`src/rtl/core/s256h_pkg.sv`:
```
// ============================================================================
// s256h_pkg
// Types, constants and a rotate function for the SHA-256 byte stream hasher.
// ============================================================================
`default_nettype none

package s256h_pkg;

  typedef struct packed {
    logic [7:0] data_byte;
    logic       byte_valid;
    logic       end_of_message;
  } s256h_in_t;

  typedef struct packed {
    logic [63:0] digest_word;
    logic [1:0]  word_index;
    logic        last_word;
  } s256h_out_t;

  typedef enum logic [2:0] {
    ST_IDLE,
    ST_LOAD,
    ST_ROUND,
    ST_FINAL,
    ST_PAD,
    ST_EMIT
  } s256h_state_e;

  localparam logic [7:0] PadByte = 8'h80;
  localparam logic [5:0] LenOffset = 6'd56;

  localparam logic [31:0] RoundK [64] = '{
    32'h428a2f98, 32'h71374491, 32'hb5c0fbcf, 32'he9b5dba5,
    32'h3956c25b, 32'h59f111f1, 32'h923f82a4, 32'hab1c5ed5,
    32'hd807aa98, 32'h12835b01, 32'h243185be, 32'h550c7dc3,
    32'h72be5d74, 32'h80deb1fe, 32'h9bdc06a7, 32'hc19bf174,
    32'he49b69c1, 32'hefbe4786, 32'h0fc19dc6, 32'h240ca1cc,
    32'h2de92c6f, 32'h4a7484aa, 32'h5cb0a9dc, 32'h76f988da,
    32'h983e5152, 32'ha831c66d, 32'hb00327c8, 32'hbf597fc7,
    32'hc6e00bf3, 32'hd5a79147, 32'h06ca6351, 32'h14292967,
    32'h27b70a85, 32'h2e1b2138, 32'h4d2c6dfc, 32'h53380d13,
    32'h650a7354, 32'h766a0abb, 32'h81c2c92e, 32'h92722c85,
    32'ha2bfe8a1, 32'ha81a664b, 32'hc24b8b70, 32'hc76c51a3,
    32'hd192e819, 32'hd6990624, 32'hf40e3585, 32'h106aa070,
    32'h19a4c116, 32'h1e376c08, 32'h2748774c, 32'h34b0bcb5,
    32'h391c0cb3, 32'h4ed8aa4a, 32'h5b9cca4f, 32'h682e6ff3,
    32'h748f82ee, 32'h78a5636f, 32'h84c87814, 32'h8cc70208,
    32'h90befffa, 32'ha4506ceb, 32'hbef9a3f7, 32'hc67178f2
  };

  localparam logic [31:0] InitHash [8] = '{
    32'h6a09e667, 32'hbb67ae85, 32'h3c6ef372, 32'ha54ff53a,
    32'h510e527f, 32'h9b05688c, 32'h1f83d9ab, 32'h5be0cd19
  };

  function automatic logic [31:0] ror32(input logic [31:0] x, input int unsigned n);
    ror32 = (x >> n) | (x << (32 - n));
  endfunction

endpackage

`default_nettype wire

```
`src/rtl/core/s256h_ram.sv`:
```
// ============================================================================
// s256h_ram
// Generic simple dual-port RAM, one write and one registered read per cycle.
// ============================================================================
`default_nettype none

module s256h_ram #(
  parameter int unsigned Width = 8,
  parameter int unsigned Depth = 64
) (
  input  wire logic                     clk_i,
  input  wire logic                     we_i,
  input  wire logic [$clog2(Depth)-1:0] waddr_i,
  input  wire logic [Width-1:0]         wdata_i,
  input  wire logic [$clog2(Depth)-1:0] raddr_i,
  output logic      [Width-1:0]         rdata_o
);

  logic [Width-1:0] mem_q [Depth];

  always_ff @(posedge clk_i) begin
    if (we_i) begin
      mem_q[waddr_i] <= wdata_i;
    end
    rdata_o <= mem_q[raddr_i];
  end

endmodule

`default_nettype wire

```
`src/rtl/core/sha256_byte_stream_hasher.sv`:
```
// ============================================================================
// sha256_byte_stream_hasher
// SHA-256 over a byte stream, digest out as four 64-bit big-endian beats.
// ============================================================================
// Flow: a byte that does not fill a block is taken without a stall. A full
// block stalls the input through the load, round and final states.
// Padding writes the pad bytes, then runs one or two compressions, then four
// output beats. Throughput is set by the one-round-per-cycle compression.
// Reset: chain value to initial hash, counters to zero; block bytes undefined.
`default_nettype none

module sha256_byte_stream_hasher
  import s256h_pkg::*;
(
  input  wire logic       clk_i,
  input  wire logic       rst_ni,
  input  wire logic       in_valid_i,
  output logic            in_stall_o,
  input  wire s256h_in_t  in_data_i,
  output logic            out_valid_o,
  input  wire logic       out_stall_i,
  output s256h_out_t      out_data_o
);

  s256h_state_e state_q, state_d;

  logic [5:0]  fill_q;
  logic [63:0] bits_q;
  logic [31:0] h_q [8];
  logic [31:0] v_q [8];
  logic [31:0] w_q [16];
  logic [6:0]  cnt_q;
  logic        eom_q;
  logic        pad_first_q;
  logic [63:0] len_q;
  logic [1:0]  oidx_q;
  // done flag: set when the last byte of the block carrying the length is written
  logic        len_done_q;
  // 0x80 landed at offset 56 to 62: this block carries no length
  logic        tail_q;

  // block memory
  logic       ram_we;
  logic [5:0] ram_waddr;
  logic [7:0] ram_wdata;
  logic [5:0] ram_raddr;
  logic [7:0] ram_rdata;

  s256h_ram #(.Width(8), .Depth(64)) u_block (
    .clk_i   (clk_i),
    .we_i    (ram_we),
    .waddr_i (ram_waddr),
    .wdata_i (ram_wdata),
    .raddr_i (ram_raddr),
    .rdata_o (ram_rdata)
  );

  logic in_fire;
  assign in_stall_o = (state_q != ST_IDLE);
  assign in_fire    = in_valid_i && !in_stall_o;

  // pad byte for current fill position
  logic [7:0] pad_byte;
  always_comb begin
    if (pad_first_q) begin
      pad_byte = PadByte;
    end else if (fill_q >= LenOffset && !tail_q) begin
      pad_byte = len_q[{~fill_q[2:0], 3'b000} +: 8];
    end else begin
      pad_byte = 8'h00;
    end
  end

  // byte written into the block this cycle
  logic byte_wr;
  always_comb begin
    ram_we    = 1'b0;
    ram_wdata = in_data_i.data_byte;
    ram_waddr = fill_q;
    byte_wr   = 1'b0;
    case (state_q)
      ST_IDLE: begin
        if (in_fire && in_data_i.byte_valid) begin
          ram_we  = 1'b1;
          byte_wr = 1'b1;
        end
      end
      ST_PAD: begin
        ram_we    = 1'b1;
        ram_wdata = pad_byte;
        byte_wr   = 1'b1;
      end
      default: ;
    endcase
  end

  // load: cnt 0..64; read address cnt[5:0], data valid in the next cycle
  assign ram_raddr = cnt_q[5:0];

  // round logic
  logic [31:0] w_new, s0, s1, t1, t2, e, a;
  assign s0    = ror32(w_q[1], 7) ^ ror32(w_q[1], 18) ^ (w_q[1] >> 3);
  assign s1    = ror32(w_q[14], 17) ^ ror32(w_q[14], 19) ^ (w_q[14] >> 10);
  assign w_new = w_q[0] + s0 + w_q[9] + s1;
  assign e     = v_q[4];
  assign a     = v_q[0];
  assign t1 = v_q[7] + (ror32(e, 6) ^ ror32(e, 11) ^ ror32(e, 25))
            + ((e & v_q[5]) ^ (~e & v_q[6])) + RoundK[cnt_q[5:0]] + w_q[0];
  assign t2 = (ror32(a, 2) ^ ror32(a, 13) ^ ror32(a, 22))
            + ((a & v_q[1]) ^ (a & v_q[2]) ^ (v_q[1] & v_q[2]));

  always_comb begin
    state_d = state_q;
    case (state_q)
      ST_IDLE: begin
        if (in_fire) begin
          if (in_data_i.byte_valid && fill_q == 6'd63) begin
            state_d = ST_LOAD;
          end else if (in_data_i.end_of_message) begin
            state_d = ST_PAD;
          end
        end
      end
      ST_LOAD:  if (cnt_q == 7'd64) state_d = ST_ROUND;
      ST_ROUND: if (cnt_q == 7'd63) state_d = ST_FINAL;
      ST_FINAL: begin
        if (len_done_q) begin
          state_d = ST_EMIT;
        end else if (eom_q) begin
          state_d = ST_PAD;
        end else begin
          state_d = ST_IDLE;
        end
      end
      ST_PAD:   if (fill_q == 6'd63) state_d = ST_LOAD;
      ST_EMIT:  if (!out_stall_i && oidx_q == 2'd3) state_d = ST_IDLE;
      default:  state_d = ST_IDLE;
    endcase
  end

  always_ff @(posedge clk_i or negedge rst_ni) begin
    if (!rst_ni) begin
      state_q     <= ST_IDLE;
      fill_q      <= '0;
      bits_q      <= '0;
      cnt_q       <= '0;
      eom_q       <= 1'b0;
      pad_first_q <= 1'b0;
      len_done_q  <= 1'b0;
      tail_q      <= 1'b0;
      oidx_q      <= '0;
      for (int i = 0; i < 8; i++) h_q[i] <= InitHash[i];
    end else begin
      if (byte_wr) begin
        fill_q <= fill_q + 6'd1;
        if (state_q == ST_PAD) begin
          pad_first_q <= 1'b0;
          if (fill_q == 6'd63) begin
            len_done_q <= !(tail_q || pad_first_q);
            tail_q     <= 1'b0;
          end else if (pad_first_q && fill_q >= LenOffset) begin
            tail_q <= 1'b1;
          end
        end
      end
      case (state_q)
        ST_IDLE: begin
          cnt_q <= '0;
          if (in_fire) begin
            if (in_data_i.byte_valid) bits_q <= bits_q + 64'd8;
            eom_q       <= in_data_i.end_of_message;
            pad_first_q <= in_data_i.end_of_message;
            len_done_q  <= 1'b0;
          end
        end
        ST_LOAD: begin
          cnt_q <= (cnt_q == 7'd64) ? 7'd0 : cnt_q + 7'd1;
        end
        ST_ROUND: begin
          cnt_q <= cnt_q + 7'd1;
        end
        ST_FINAL: begin
          cnt_q <= '0;
          for (int i = 0; i < 8; i++) h_q[i] <= h_q[i] + v_q[i];
        end
        ST_EMIT: begin
          if (!out_stall_i) begin
            oidx_q <= oidx_q + 2'd1;
            if (oidx_q == 2'd3) begin
              for (int i = 0; i < 8; i++) h_q[i] <= InitHash[i];
              bits_q <= '0;
              fill_q <= '0;
              eom_q  <= 1'b0;
            end
          end
        end
        default: ;
      endcase
      state_q <= state_d;
    end
  end

  // datapath registers
  always_ff @(posedge clk_i) begin
    if (state_q == ST_IDLE && in_fire && in_data_i.end_of_message) begin
      len_q <= bits_q + (in_data_i.byte_valid ? 64'd8 : 64'd0);
    end
    case (state_q)
      ST_LOAD: begin
        if (cnt_q != 7'd0) begin
          for (int i = 0; i < 15; i++) w_q[i] <= {w_q[i][23:0], w_q[i+1][31:24]};
          w_q[15] <= {w_q[15][23:0], ram_rdata};
        end
        for (int i = 0; i < 8; i++) v_q[i] <= h_q[i];
      end
      ST_ROUND: begin
        for (int i = 0; i < 15; i++) w_q[i] <= w_q[i+1];
        w_q[15] <= w_new;
        v_q[7] <= v_q[6];
        v_q[6] <= v_q[5];
        v_q[5] <= e;
        v_q[4] <= v_q[3] + t1;
        v_q[3] <= v_q[2];
        v_q[2] <= v_q[1];
        v_q[1] <= a;
        v_q[0] <= t1 + t2;
      end
      default: ;
    endcase
  end

  assign out_valid_o             = (state_q == ST_EMIT);
  assign out_data_o.digest_word  = {h_q[{oidx_q, 1'b0}], h_q[{oidx_q, 1'b1}]};
  assign out_data_o.word_index   = oidx_q;
  assign out_data_o.last_word    = (oidx_q == 2'd3);

endmodule

`default_nettype wire
```
`config.mk`:
```
export PLATFORM = sky130hd
export DESIGN_NAME = sha256_byte_stream_hasher
export DESIGN_NICKNAME = d
export VERILOG_FILES = /design/src/rtl/core/s256h_pkg.sv /design/src/rtl/core/s256h_ram.sv /design/src/rtl/core/sha256_byte_stream_hasher.sv
export SDC_FILE = /design/constraint.sdc
export NUM_CORES = 2
export LEC_CHECK = 0
export ABC_AREA = 0
export CORE_MARGIN = 1.5
export CORE_UTILIZATION = 25
export DETAILED_ROUTE_END_ITERATION = 8
export DONT_BUFFER_PORTS = 1
export PLACE_DENSITY = 0.42
export SLEW_MARGIN = 20
export SYNTH_ARGS = -nofsm -noshare
export SYNTH_HDL_FRONTEND = slang
export SYNTH_SLANG_ARGS = --single-unit
```
`constraint.sdc`:
```
create_clock -name clk_i -period 17.9 [get_ports clk_i]
set_input_delay 3.58 -clock clk_i [delete_from_list [all_inputs] [get_ports clk_i]]
set_output_delay 3.58 -clock clk_i [all_outputs]
set_load 0.01 [all_outputs]
```
==> key figures <==
Run status
  – Run status: finished with violations
  – Failing checks: slew limit

Drt
  – Via count: 70600
  – DRC errors left: 0
  – Pre-antenna DRT Iters: 5
  – Drt total wl: 356 mm
  – Final ANT Viol Nets: 0
  – Vias per cell: 4.88
  – Initial DRC count: 5942
  – Routed wire length per instance: 24.6 µm

Finish
  – Fraction of layout cells with a size suffix above 1: 9.42%
  – Commonest non-fill, non-tap cell in the layout: nand2_1
  – Layout overhead on the synthesized area: 12.5%
  – Most frequent cells in the layout: nand2_1 (2417), edfxtp_1 (1341), a21oi_1 (488), o21ai_0 (480), nor2_1 (434)
  – Core Util, Final: 28.3%
  – Nets@finish: 9723
  – Fin area: 110000 µm²

Placed design
  – Global placement routability congestion: 0.911
  – Detailed Place HPWL: 256 mm
  – Post-DP Area: 104000 µm²
  – IO buf count: 0

GRT
  – Total gr overflow: 0
  – Vias in the first global route: 70300
  – Antenna violations before repair: 11
  – First-pass GRT wire length: 517 mm
  – Most Crowded Layer GR: met2
  – GRT Util Overall: 17.6%
  – Met2 usage: 28.5%
  – Met3 usage: 2.17%
  – Met1 Resource Use GR: 24.8%
  – Largest net degree at the start of global routing: 340

Synthesis
  – Share of the synthesized area in the top cell type: 41.1%
  – FFs w/ async S/R, synth: 20.1%
  – Yosys warns: 0
  – Prevailing post-synth register cell: edfxtp_1
  – Post-Syn Nets: 9922
  – Post-synth EDFFs: 1341
  – Yosys reg bits: 1688
  – Largest cells by area after synthesis: edfxtp_1 (41%), nand2_1 (9.3%), mux4_2 (5.6%)
  – Mean Syn Cell Area: 10.5 µm²
  – Sequential cell area fraction in the yosys report: 50.0%
  – Mapped Cells: 9313
  – Yosys top cell by area: edfxtp_1
  – Synth unique cells: 97
  – Synth Cell Area: 98100 µm²

STA
  – Setup Skew: 0.141 ns
  – Relative slew slack: -2.79%
  – Final Hold Violating Endpoints: 0
  – Slew Limit Fails: 59
  – Fin crit period: 11.41 ns
  – Fin crit share: 63.7%
  – Final setup fails: 0
  – Setup TNS: 0 ns
  – Fmax achieved: 0.0877 GHz
  – RSZ-0062 raised after global routing: false
  – Slew @ Worst Pin: 1.54 ns

Floorplan
  – Rows: 229
  – Die Y: 629 µm
  – Starting Density: 25.2%
  – Die ar.: 396000 µm²
  – Die extent in x: 629 µm
  – Io pins: 83
  – Core area: 390000 µm²

Clocking
  – # H-tree levels: 4
  – Clock sink count: 1688
  – Post-CTS setup buffers: 0
  – Clock insertion delay at the later pin of the skew report: 0.99 ns
  – Clock transition at the registers of the reported paths: 0.06 ns
  – CTS Buffer Depth: 4
  – Hold_buf cts: 0
  – Post-CTS sizing: 0
  – Clk root buf: clkbuf_16
  – CTS tree: done
  – Total CTS buffers: 206

Flow run
  – Max Cap Viol: 0

Setup path
  – Worst path arrival time: 12.03 ns
  – WS Path Type: reg2reg
  – Crit path largest cell delay: 0.91 ns
  – CP dominant cell by count: inv_1
  – Worst EP required: 18.52 ns
  – Crit start category: register
  – Max FO, Critical Path: 39
  – CP Capture Type: register
  – Crit-path slowest cell: dfrtp_4

Hold path
  – Min-Delay Path Class: reg2reg
-- state kept, by name (all words and copies together) (netlist names) --
register / cells
len_q: 61
eom_q: 1
u_block.mem_q: 512
fill_q: 6
bits_q: 61
state_q: 3
pad_first_q: 1
v_q: 256
len_done_q: 1
oidx_q: 2
tail_q: 1
u_block.rdata_o: 8
cnt_q: 7
w_q: 512
h_q: 256
-- worst paths after layout --
path,startpoint,to,slack [ns],cells after the start
max,cnt_q[0],v_q[0][29],6.49,35
min,u_block.rdata_o[1],w_q[0][481],0.50,2
max reg2reg,cnt_q[0],v_q[0][29],6.49,35
min reg2reg,u_block.rdata_o[1],w_q[0][481],0.50,2
max in group asynchronous,rst_ni,h_q[29],14.24,0
min in group asynchronous,rst_ni,bits_q[26],2.30,0
-- worst max-delay path, delay by kind of cell (launching register included) --
| family | cells | cell delay, ns |
|---|---|---|
| AOI/OAI and AO/OA | 17 | 4.32 |
| xor gates and xnor gates | 2 | 0.39 |
| adders and majority gates | 7 | 3.39 |
| buffers and inverters | 5 | 0.73 |
| DFF | 1 | 0.91 |
| and+or+nand+nor | 4 | 1.31 |
-- synthesized netlist by cell type (17+ instances only) --
master / number
nand2_1: 2420
edfxtp_1: 1341
a21oi_1: 489
o21ai_0: 485
clkbuf_1: 468
nor2_1: 435
xnor2_1: 413
ha_1: 400
inv_1: 344
xor2_1: 274
mux4_2: 245
dfrtp_1: 203
fa_1: 195
a21o_1: 189
nand3_1: 158
nor3_1: 144
dfstp_2: 136
nand2b_1: 80
o21ai_1: 58
or3_1: 55
nor2b_1: 51
nand4_1: 48
a31oi_1: 47
o21bai_1: 46
a211oi_1: 42
o31ai_1: 41
buf_1: 40
o21a_1: 39
and3_1: 30
mux2_2: 29
mux2i_1: 28
nor4_1: 26
o211ai_1: 22
o22ai_1: 20
or2_2: 18
and2_1: 17
-- metrics by stage --
stage | setup slack [ns] | hold WS [ns] | cells
after floorplan | 3.29 | 0.462 | 9313
after global placement | 6.72 | 0.485 | 14100
after detailed placement | 6.63 | 0.485 | 14100
after CTS | 6.58 | 0.499 | 14500
after global routing | 5.98 | 0.522 | 14500
final | 6.49 | 0.496 | 14500
-- kinds of logic after synthesis --
kind of cell	after synthesis	share of synthesized area [%]
AND/OR/NAND/NOR	3543	15.0
flip-flops	1688	50.0
XOR/XNOR	689	6.18
buffers and inverters	858	3.29
adder cells (fa/ha/maj)	599	9.12
AO/OA/AOI/OAI	1634	10.1
multiplexers	302	6.24
-- final cells by class --
type	count	area, µm²
well taps	5197	6500
repair buffers	106	882
clock inverters	108	1090
diodes	3	7.51
multi-input cells	6767	45900
clock buffers	270	5520
fillers	40700	279000
flip-flops and latches	1688	49100
inverters	345	1290
-- layer usage --
metal / part of all wire, % / vias to the layer above
li1: - / 32300
met1: 46 / 36000
met2: 46 / 1927
met3: 4.8 / 380
met4: 2.5 / 2
met5: 0.0037 / -
Power is left out: the tool's default activity adds up to more than one toggle a clock period on the data nets, which glitch-free logic cannot reach.
